`src/rtl/core/svm_pkg.sv`:
```
package svm_pkg;

  localparam int unsigned STACK_DEPTH_DEF = 256;
  localparam int unsigned REG_COUNT_DEF   = 16;
  localparam int unsigned STEP_LIMIT_DEF  = 10000000;
  localparam int unsigned STEP_W          = 24;
  localparam logic [63:0] MIX_GOLDEN      = 64'h9E37_79B9_7F4A_7C15;

  typedef enum logic [4:0] {
    OP_PUSH_CONST = 5'd0,
    OP_PUSH_GPR   = 5'd1,
    OP_POP        = 5'd2,
    OP_ADD        = 5'd3,
    OP_SUB        = 5'd4,
    OP_MUL        = 5'd5,
    OP_XOR        = 5'd6,
    OP_MOV        = 5'd7,
    OP_JMP        = 5'd8,
    OP_JZ         = 5'd9,
    OP_JNZ        = 5'd10,
    OP_CALL       = 5'd11,
    OP_RET        = 5'd12,
    OP_NOP        = 5'd13,
    OP_SCRAMBLE   = 5'd14,
    OP_UNSCRAMBLE = 5'd15,
    OP_AND        = 5'd16,
    OP_OR         = 5'd17,
    OP_SHL        = 5'd18,
    OP_SHR        = 5'd19,
    OP_NOT        = 5'd20,
    OP_NEG        = 5'd21,
    OP_CMP        = 5'd22,
    OP_LOAD       = 5'd23,
    OP_MEM_WRITE  = 5'd24,
    OP_HALT       = 5'd25,
    OP_UNKNOWN    = 5'd26,
    OP_LOAD_DATA  = 5'd27
  } op_e;

  typedef enum logic [2:0] {
    CAUSE_NONE       = 3'd0,
    CAUSE_HALT       = 3'd1,
    CAUSE_UNKNOWN    = 3'd2,
    CAUSE_CODE_END   = 3'd3,
    CAUSE_STEP_LIMIT = 3'd4
  } stop_e;

  typedef enum logic [1:0] {
    REQ_NONE  = 2'd0,
    REQ_READ  = 2'd1,
    REQ_WRITE = 2'd2
  } req_e;

  typedef enum logic [1:0] {
    ALU_MUL        = 2'd0,
    ALU_SCRAMBLE   = 2'd1,
    ALU_UNSCRAMBLE = 2'd2
  } alu_kind_e;

  typedef struct packed {
    logic      start;
    alu_kind_e kind;
  } alu_cmd_t;

endpackage

```
`src/rtl/core/svm_reg_file.sv`:
```
module svm_reg_file
  import svm_pkg::*;
#(
  parameter int unsigned COUNT = REG_COUNT_DEF,
  localparam int unsigned RW = $clog2(COUNT)
) (
  input  logic          clk_i,
  input  logic          rst_ni,
  input  logic          rd_en_i,
  input  logic [RW-1:0] rd_addr_a_i,
  input  logic [RW-1:0] rd_addr_b_i,
  output logic [63:0]   rd_data_a_o,
  output logic [63:0]   rd_data_b_o,
  input  logic          wr_en_i,
  input  logic [RW-1:0] wr_addr_i,
  input  logic [63:0]   wr_data_i
);

  logic [63:0]      mem [COUNT];
  logic [COUNT-1:0] written_q;
  logic [63:0]      rd_a_q;
  logic [63:0]      rd_b_q;
  logic             vld_a_q;
  logic             vld_b_q;

  // Entries never written read as zero.
  always_ff @(posedge clk_i or negedge rst_ni) begin
    if (!rst_ni) begin
      written_q <= '0;
      vld_a_q   <= 1'b0;
      vld_b_q   <= 1'b0;
    end else begin
      if (wr_en_i) begin
        written_q[wr_addr_i] <= 1'b1;
      end
      if (rd_en_i) begin
        vld_a_q <= written_q[rd_addr_a_i];
        vld_b_q <= written_q[rd_addr_b_i];
      end
    end
  end

  always_ff @(posedge clk_i) begin
    if (wr_en_i) begin
      mem[wr_addr_i] <= wr_data_i;
    end
    if (rd_en_i) begin
      rd_a_q <= mem[rd_addr_a_i];
      rd_b_q <= mem[rd_addr_b_i];
    end
  end

  assign rd_data_a_o = vld_a_q ? rd_a_q : 64'd0;
  assign rd_data_b_o = vld_b_q ? rd_b_q : 64'd0;

endmodule

```
`config.mk`:
```
export PLATFORM = sky130hd
export DESIGN_NAME = svm_reg_file
export DESIGN_NICKNAME = d
export VERILOG_FILES = /design/src/rtl/core/svm_pkg.sv /design/src/rtl/core/svm_reg_file.sv
export SDC_FILE = /design/constraint.sdc
export NUM_CORES = 1
export LEC_CHECK = 0
export CAP_MARGIN = 20
export CELL_PAD_IN_SITES_DETAIL_PLACEMENT = 0
export CELL_PAD_IN_SITES_GLOBAL_PLACEMENT = 1
export CORE_ASPECT_RATIO = 2
export CORE_UTILIZATION = 30
export CTS_CLUSTER_DIAMETER = 50
export CTS_CLUSTER_SIZE = 10
export DETAILED_ROUTE_END_ITERATION = 7
export DONT_BUFFER_PORTS = 1
export PLACE_DENSITY_LB_ADDON = 0.1
export SLEW_MARGIN = 20
export SYNTH_ARGS = -nofsm -noshare
export SYNTH_HDL_FRONTEND = slang
export SYNTH_SLANG_ARGS = --single-unit
```
`constraint.sdc`:
```
create_clock -name clk_i -period 1.9 [get_ports clk_i]
set_input_delay 0.38 -clock clk_i [delete_from_list [all_inputs] [get_ports clk_i]]
set_output_delay 0.38 -clock clk_i [all_outputs]
set_load 0.02 [all_outputs]
```
==> results.cfg <==
[clock_network]
htree_levels = 4
cts-root-buf = clkbuf_16
cts_tree = yes
cts_buffer_depth = 4
clk_latency_ns = 0.78
cts_buffers = 147
clkTransAtPathRegs_ns = 0.06
cts_sinks = 1170

[sta]
timing.fmax_mhz = 444
slew_violations = 0
setup_viol = 128
tightest_slew_ns = 1.01
layout_min_cycle_time_ns = 2.25
tns_ns = -33.25
layout_setup_ws_ns = -0.353
clock_skew_ns = 0.0337
final_hold_viol_count = 118
slew_headroom_pct = 32.6
period_share_pct = 119
holdWs_ns = -0.258
rsz0062_at_grt = true

[die]
die_w_um = 296
die_h_um = 589
coreArea_um2 = 171000
io_pins = 208
die_area_um2 = 174000
rows = 215
initial_core_util_pct = 30.2

[synth]
ys.flop_type = edfxtp_1
netlist_top_cells_area = edfxtp_1, mux4_2, and2_1
synthMostInstantiatedCell = edfxtp_1
ys_warn_count = 0
synth_cells = 2151
ys_async_sr_fraction_pct = 1.54
synth.largest_area_cell = edfxtp_1
synth_edf_count = 1152
synth_top_cell_area_share_pct = 66.9
synthTopCellsByCount = edfxtp_1, mux4_2, and2_1
avgSynthCellArea_um2 = 24.0
ys_seq_elements = 1170
synth_fp_nets = 2231
synth_area_um2 = 51700
ys_types = 18
ys_seq_area_share_pct = 67.8

[finish]
fin_cells = 4664
drive_gt1_share_pct = 47.0
fin_nets = 2426
fillers = 15672
syn2layout_area_growth_pct = 17.6

[global_routing]
grt_pass1_vias = 28367
grt_max_degree = 261
grt_usage_pct = 18.8
grt-ovfl-total = 0
grt_first_pass_wirelength_mm = 226
antenna_found_initial = 26

[worst_setup_path]
r2r_cells = 2
cp.required_ns = 1.52
path_class = reg2out
critPathCaptureType = primary output
regToRegSetupSlack_ns = 0.18
critPathLaunchType = register
critPathSlowestCell = dfrtp_4
crit_arrival_ns = 1.87
crit_fanout = 45
cpPeakStageDelay_ns = 0.50
path_cells = buf_16 > and2_2

[power_and_ir_drop]
powerDensity_nw_per_um2 = 987
p_leak_nw = 18.7
total_power_mw = 60.0
peakVddDrop_v = 0.000555

[route]
first_iter_violations = 1925
drc = 0
avgRoutedWirePerCell_um = 34.7
first_pass_iters = 5
ant_nets = 0
routed_wl_mm = 162
routed-via-count = 24742
viasPerCell = 5.30

[hold_path]
hold_path_depth = 0
hold_path_class = in2reg

[placed_design]
placed_cells = 4400
portBuffers = 0
place.gp.congestion = 0.710
place_ws_ns = -0.00392
dp_hpwl_mm = 87.6

[outcome]
violations = hold timing, setup timing
status = complete, but fails checks

[job]
cap_violations = 0
[final timing paths]
| kind | start | endpoint |
|---|---|---|
| worst max-delay path | vld_a_q | rd_data_a_o[45] |
| worst min-delay path | rd_en_i | rd_b_q[57] |
| worst max register to register | mem[11][12] | rd_a_q[12] |
| worst min register to register | written_q[15] | written_q[15] |
| max in group asynchronous | rst_ni | vld_b_q |
| min in group asynchronous | rst_ni | written_q[2] |
[cell families after synthesis]
family | synth area share, %
multiplexers | 28.4
flip-flops | 67.8
AND/OR/NAND/NOR | 1.96
buffers and inverters | 1.88
[cell usage in the layout, fill, tap and decap left out, types with 2 or more instances in the layout]
cell type and instances:
dfrtp_1 16, buf_4 48, mux4_2 648, or2_2 16, clkinv_1 2, dfrtp_4 2
nand3b_1 2, dlygate4sd3_1 69, buf_12 81, buf_16 5, nand2b_4 2, clkbuf_16 150
and2_2 91, and2_4 37, mux2i_1 6, edfxtp_1 1152, clkbuf_1 9, nor3_4 4
nor2_4 12, mux2_2 2, bufinv_16 4, clkinv_2 6, diode_2 14
[per-layer routing]
| layer | wire, um | track usage (%) | up-vias |
|---|---|---|---|
| met5 | 73 | 0 | - |
| met4 | 4460 | 5.42 | 12 |
| met3 | 6810 | 3.02 | 230 |
| met2 | 85800 | 33.3 | 672 |
| met1 | 64500 | 23.4 | 13911 |
| li1 | - | - | 9917 |
[flip-flops by register name, indices dropped and copies added (netlist names)]
signal	count
rd_b_q	64
written_q	16
rd_a_q	64
vld_b_q	1
mem	1024
vld_a_q	1
[through the flow]
stage	area, um^2	util, %
floorplan	52400	-
global placement	55700	32.5
detailed placement	55700	32.5
CTS	60700	35.4
global route	60800	35.5
finish	60800	35.5
[power breakdown]
part | internal, mW | switching (mW)
sequential | 29.3 | 0.445
clock | 14.6 | 10.4
combinational | 2.68 | 2.62
[final cells by class]
| cell class | instances | area [um^2] | area share, % |
|---|---|---|---|
| Clock buffer | 160 | 3800 | 6.25 |
| Sequential cell | 1170 | 35100 | 57.6 |
| Tap cell | 2278 | 2850 | 4.69 |
| Clock inverter | 15 | 191 | 0.315 |
| Timing Repair Buffer | 204 | 2820 | 4.64 |
| Antenna cell | 14 | 35.0 | 0.0576 |
| Multi-Input combinational cell | 823 | 16100 | 26.4 |
[worst max-delay path: cells and delay by family, from the launching register on]
kind | cells | cell delay (ns)
flip-flops | 1 | 0.50
AND/OR/NAND/NOR | 1 | 0.31
buffers and inverters | 1 | 0.19
[what timing repair did]
action | 4_1_cts | 5_1_grt
pin swaps | 0 | 1
hold buffers | 71 | 3
endpoints found under the hold margin | 1315 | 233
buffers inserted | 1 | 0
endpoints found under the setup margin | 128 | 128
cloned | 0 | 0
resized for setup | 144 | 27
Power figures use the tool's default switching activity.
