==> src/rtl/core/svm_pkg.sv <==
package svm_pkg;

  localparam int unsigned STACK_DEPTH_DEF = 256;
  localparam int unsigned REG_COUNT_DEF   = 16;
  localparam int unsigned STEP_LIMIT_DEF  = 10000000;
  localparam int unsigned STEP_W          = 24;
  localparam logic [63:0] MIX_GOLDEN      = 64'h9E37_79B9_7F4A_7C15;

  typedef enum logic [4:0] {
    OP_PUSH_CONST = 5'd0,
    OP_PUSH_GPR   = 5'd1,
    OP_POP        = 5'd2,
    OP_ADD        = 5'd3,
    OP_SUB        = 5'd4,
    OP_MUL        = 5'd5,
    OP_XOR        = 5'd6,
    OP_MOV        = 5'd7,
    OP_JMP        = 5'd8,
    OP_JZ         = 5'd9,
    OP_JNZ        = 5'd10,
    OP_CALL       = 5'd11,
    OP_RET        = 5'd12,
    OP_NOP        = 5'd13,
    OP_SCRAMBLE   = 5'd14,
    OP_UNSCRAMBLE = 5'd15,
    OP_AND        = 5'd16,
    OP_OR         = 5'd17,
    OP_SHL        = 5'd18,
    OP_SHR        = 5'd19,
    OP_NOT        = 5'd20,
    OP_NEG        = 5'd21,
    OP_CMP        = 5'd22,
    OP_LOAD       = 5'd23,
    OP_MEM_WRITE  = 5'd24,
    OP_HALT       = 5'd25,
    OP_UNKNOWN    = 5'd26,
    OP_LOAD_DATA  = 5'd27
  } op_e;

  typedef enum logic [2:0] {
    CAUSE_NONE       = 3'd0,
    CAUSE_HALT       = 3'd1,
    CAUSE_UNKNOWN    = 3'd2,
    CAUSE_CODE_END   = 3'd3,
    CAUSE_STEP_LIMIT = 3'd4
  } stop_e;

  typedef enum logic [1:0] {
    REQ_NONE  = 2'd0,
    REQ_READ  = 2'd1,
    REQ_WRITE = 2'd2
  } req_e;

  typedef enum logic [1:0] {
    ALU_MUL        = 2'd0,
    ALU_SCRAMBLE   = 2'd1,
    ALU_UNSCRAMBLE = 2'd2
  } alu_kind_e;

  typedef struct packed {
    logic      start;
    alu_kind_e kind;
  } alu_cmd_t;

endpackage

==> src/rtl/core/svm_alu_seq.sv <==
module svm_alu_seq
  import svm_pkg::*;
(
  input  logic        clk_i,
  input  logic        rst_ni,
  input  alu_cmd_t    cmd_i,
  input  logic [63:0] a_i,
  input  logic [63:0] b_i,
  output logic        done_o,
  output logic [63:0] result_o
);

  logic        busy_q;
  logic        done_q;
  logic [2:0]  cnt_q;
  alu_kind_e   kind_q;
  logic [63:0] v_q;
  logic [63:0] k_q;
  logic [63:0] t_q;
  logic [63:0] acc_q;

  logic [31:0] mul_a;
  logic [31:0] mul_b;
  logic [63:0] prod;
  logic [63:0] k_rot;
  logic [63:0] mixed;
  logic        last;

  // Multiply: low partial product, then the two cross terms into the top half.
  always_comb begin
    mul_a = (cnt_q == 3'd2) ? v_q[63:32] : v_q[31:0];
    mul_b = (cnt_q == 3'd1) ? k_q[63:32] : k_q[31:0];
    prod  = {32'd0, mul_a} * {32'd0, mul_b};
  end

  // Scramble round split in two steps: mix sum, then fold back into the value.
  always_comb begin
    k_rot = (kind_q == ALU_UNSCRAMBLE) ? {k_q[6:0], k_q[63:7]} : k_q;
    mixed = v_q ^ t_q;
  end

  assign last = (kind_q == ALU_MUL) ? (cnt_q == 3'd2) : (cnt_q == 3'd7);

  always_ff @(posedge clk_i or negedge rst_ni) begin
    if (!rst_ni) begin
      busy_q <= 1'b0;
      done_q <= 1'b0;
      cnt_q  <= '0;
      kind_q <= ALU_MUL;
    end else if (cmd_i.start) begin
      busy_q <= 1'b1;
      done_q <= 1'b0;
      cnt_q  <= '0;
      kind_q <= cmd_i.kind;
    end else if (busy_q) begin
      cnt_q <= cnt_q + 3'd1;
      if (last) begin
        busy_q <= 1'b0;
        done_q <= 1'b1;
      end
    end
  end

  always_ff @(posedge clk_i) begin
    if (cmd_i.start) begin
      v_q <= a_i;
      k_q <= b_i;
    end else if (busy_q) begin
      if (kind_q == ALU_MUL) begin
        if (cnt_q == 3'd0) begin
          acc_q <= prod;
        end else begin
          acc_q[63:32] <= acc_q[63:32] + prod[31:0];
        end
      end else if (!cnt_q[0]) begin
        t_q <= k_rot + MIX_GOLDEN + (v_q << 6) + (v_q >> 2);
        k_q <= k_rot;
      end else begin
        v_q <= v_q ^ (k_q + {mixed[50:0], mixed[63:51]});
        if (kind_q == ALU_SCRAMBLE) begin
          k_q <= {k_q[56:0], k_q[63:57]};
        end
      end
    end
  end

  assign done_o   = done_q;
  assign result_o = (kind_q == ALU_MUL) ? acc_q : v_q;

endmodule

==> config.mk <==
export PLATFORM = sky130hd
export DESIGN_NAME = svm_alu_seq
export DESIGN_NICKNAME = d
export VERILOG_FILES = /design/src/rtl/core/svm_pkg.sv /design/src/rtl/core/svm_alu_seq.sv
export SDC_FILE = /design/constraint.sdc
export NUM_CORES = 2
export LEC_CHECK = 0
export ABC_AREA = 1
export BUFFER_PORTS_ARGS = -buffer_cell sky130_fd_sc_hd__buf_2
export CORE_ASPECT_RATIO = 1.4
export CORE_MARGIN = 2
export CORE_UTILIZATION = 35
export DETAILED_ROUTE_END_ITERATION = 12
export GPL_TIMING_DRIVEN = 0
export PLACE_DENSITY = 0.62
export REMOVE_ABC_BUFFERS = 1
export SYNTH_ARGS = -nofsm -noshare
export SYNTH_HDL_FRONTEND = slang
export SYNTH_SLANG_ARGS = --single-unit
==> constraint.sdc <==
create_clock -name clk_i -period 9.1 [get_ports clk_i]
set_clock_uncertainty 0.05 [all_clocks]
set_input_delay 2.73 -clock clk_i [delete_from_list [all_inputs] [get_ports clk_i]]
set_output_delay 2.73 -clock clk_i [all_outputs]
set_load 0.01 [all_outputs]
==> metrics.md <==
| Metric | Value |
|---|---|
| Status | `finished, violations left` |
| Failing checks | `max-capacitance violations, max-slew violations` |
| Ys flop type | `edfxtp_1` |
| Post-synth EDFFs | `256` |
| Fillers | `17587` |
| Worst Hold Depth | `1` |
| Synth Area in Adders | `41.81%` |
| Bufs on Longest Clock Path | `3` |
| Core Area | `171800 µm²` |
| Simple-gate area share of the yosys netlist | `21.11%` |
| HP Class | `flop to flop` |
| Dpl hpwl | `243500 µm` |
| Synth async-reset ratio | `2.662%` |
| Global-route wire length before repair | `422700 µm` |
| CP Capture Type | `flop` |
| RSZ-0062 raised after global routing | `yes` |
| Area of the multi-input gates | `47710 µm²` |
| Vias per cell | `5.474` |
| Worst path most repeated cell | `fa_1` |
| Syn Area/Cell | `7.537 µm²` |
| Input/output buffers | `197` |
| I/O pins | `198` |
| Drt wl/cell | `28.12 µm` |
| DR vias | `58715` |
| Synth area leader | `fa_1` |
| Worst slew pin tran | `1.493 ns` |
| Post-CTS Hold Buffers | `0` |
| Sequential area share after synthesis | `13.00%` |
| H-tree levels | `1` |
| Row cnt | `180` |
| CP arrival | `9.32 ns` |
| Synth top area cells | `fa_1 32%, edfxtp_1 13%, nand2_1 12%` |
| Max-Cap Viols | `1` |
| DRT Pass-1 Iters | `8` |
| Worst EP required | `9.40 ns` |
| Final hold vios | `0` |
| Fin cells | `10726` |
| Effective utilization at floorplan | `35.19%` |
| Synth Warn # | `0` |
| GRT met3 Usage | `7.387%` |
| XOR/XNOR share of the synthesized area | `3.317%` |
| Die Area | `176200 µm²` |
| Unique masters post-synth | `49` |
| Main combinational cell family by area after synthesis | `adder cells` |
| Clk root buf | `clkbuf_16` |
| Most frequent cell after synthesis | `nand2_1` |
| Routed Antenna Nets | `0` |
| Placed instance area | `65160 µm²` |
| Latest clock arrival within the worst-skew pair | `0.70 ns` |
| FF-to-FF path depth | `35` |
| Crit path max fanout | `5` |
| CP Class | `flop to flop` |
| Initial antenna violation count | `22` |
| Fin crit share | `99.14%` |
| Routability cong. | `1.067` |
| Crit-path max cell delay | `0.60 ns` |
| Final slew viol count | `1` |
| GRT met1 Usage | `35.18%` |
| Critical Path Slowest Stage Cell | `edfxtp_1` |
| Compound-Gate Fraction of Synth Area | `8.226%` |
| Clock sink count | `263` |
| Mux contribution to synthesized area | `0%` |
| Die X-Extent | `355.3 µm` |
| Final setup viols | `0` |
| Num CTS Buffers | `28` |
| Final Cell Area | `71970 µm²` |
| Routed wire length | `301600 µm` |
| Slew headroom | `-0.5597%` |
| Final global-route overflow total | `0` |
| Reg clk slew, reported paths | `0.07 ns` |
| 1st-iter DRT viols | `5776` |
| Hold WS | `0.4707 ns` |
| Layout cells sized above 1 | `13.45%` |
| Seq. cell area | `7865 µm²` |
| Post-synthesis register bit count | `263` |
| Synth cell count leaders | `1925 x nand2_1, 1678 x inv_1, 955 x fa_1` |
| Drt drc | `0` |
| Crit path launch type | `flop` |
| Met2 Use GR | `56.18%` |
| Gr busiest metal | `met2` |
| Number of nets in the layout | `10003` |
| Setup TNS | `0 ns` |
| Post-Synthesis Cells | `8024` |
| Vias in the first global route | `59944` |
| Final period demand of the worst path | `9.022 ns` |
| All-Layer GR Usage | `33.97%` |
| Pin count of the biggest net entering global routing | `92` |
| Placed cells | `10328` |
| Mapped cell area | `60470 µm²` |
| Post-synth top area share | `31.61%` |
| Die height | `495.8 µm` |
| Fmax | `110.8 MHz` |
| Area growth from synthesis to final layout | `19.01%` |
| CTS tree | `done` |
## through the flow
| step | worst slack (ns) | util [%] |
|---|---|---|
| finish | 0.07781 | 41.88 |
| global route | -0.2194 | 41.87 |
| CTS | 0.001979 | 40.80 |
| detailed placement | -2.747 | 37.92 |
| global placement | -12.59 | 36.85 |
| floorplan | -0.9461 | - |
## final cells by class
cell class	instances	area share, %
timing repair buffer	591	7.853
clock inverter	22	0.4190
sequential	263	10.93
clock buffer	30	0.9840
tap	2275	3.955
timing repair inverter	5	0.05215
multi-input combinational	5777	66.30
antenna	7	0.02434
inverter	1756	9.489
## state kept, by name, indices dropped and copies added (netlist names)
name    count
acc_q      64
busy_q      1
cnt_q       3
done_o      1
k_q        64
kind_q      2
t_q        64
v_q        64
## placed cells by master (no fill, tap or decap), drive strengths merged, types with 2 or more instances in the layout
cell      synthesis  final
o31ai             2      2
clkinv            5     14
dfrtp             7      7
fa              955    955
nor2            897    897
inv            1751   1736
clkinvlp          0     28
nor3             42     42
xnor2            39     39
ha              493    493
o221ai           57     57
o21bai           36     36
nand2          1933   1939
buf              87    580
a211oi            3      3
nor4              7      7
o211ai           11     11
o21a             11     11
clkbuf          148     37
edfxtp          256    256
nand3           252    252
a21o             29     29
a21boi           14     14
bufbuf            0      4
bufinv            0      5
a21oi           298    298
nand3b           20     20
or2              21     21
o21ai           401    402
and2              3      3
and3              2      2
a31oi            10     10
nand4            39     39
o22ai             2      2
diode             0      7
xor2            190    190
## layer usage
layer | share of wire (%) | vias to the layer above
li1 | - | 25238
met3 | 8.8 | 1268
met5 | 0.064 | -
met1 | 32 | 28809
met4 | 13 | 18
met2 | 46 | 3382
## kinds of logic after synthesis
| group | count (synthesis) |
|---|---|
| buf+inv | 1991 |
| simple gates | 3218 |
| flops | 263 |
| fa+ha+maj | 1448 |
| compound gates | 875 |
| xor+xnor | 229 |
## final timing paths
check | startpoint | slack, ns | end
max in group asynchronous | rst_ni | 6.84 | done_o
max | v_q[48] | 0.08 | acc_q[59]
max reg2reg | v_q[48] | 0.08 | acc_q[59]
min | done_o | 0.47 | done_o
min reg2reg | done_o | 0.47 | done_o
min in group asynchronous | rst_ni | 1.91 | kind_q[1]
## critical path: cells and delay by family, from the launching register on
kind	cells	cell delay, ns
AO/OA/AOI/OAI	6	1.03
XOR/XNOR	1	0.20
adder cells (fa/ha/maj)	10	4.58
buffers and inverters	10	1.28
flip-flops	1	0.60
AND/OR/NAND/NOR	8	0.91
## repair_timing
item / in CTS / in global routing
buffers inserted: 226 / 92
cloned: 18 / 4
resized for setup: 313 / 271
pin swaps: 98 / 117
endpoints found under the setup margin: 54 / 30
Power is not shown: default switching activity piles up to over one toggle a cycle in this logic, so the estimate is an artifact.
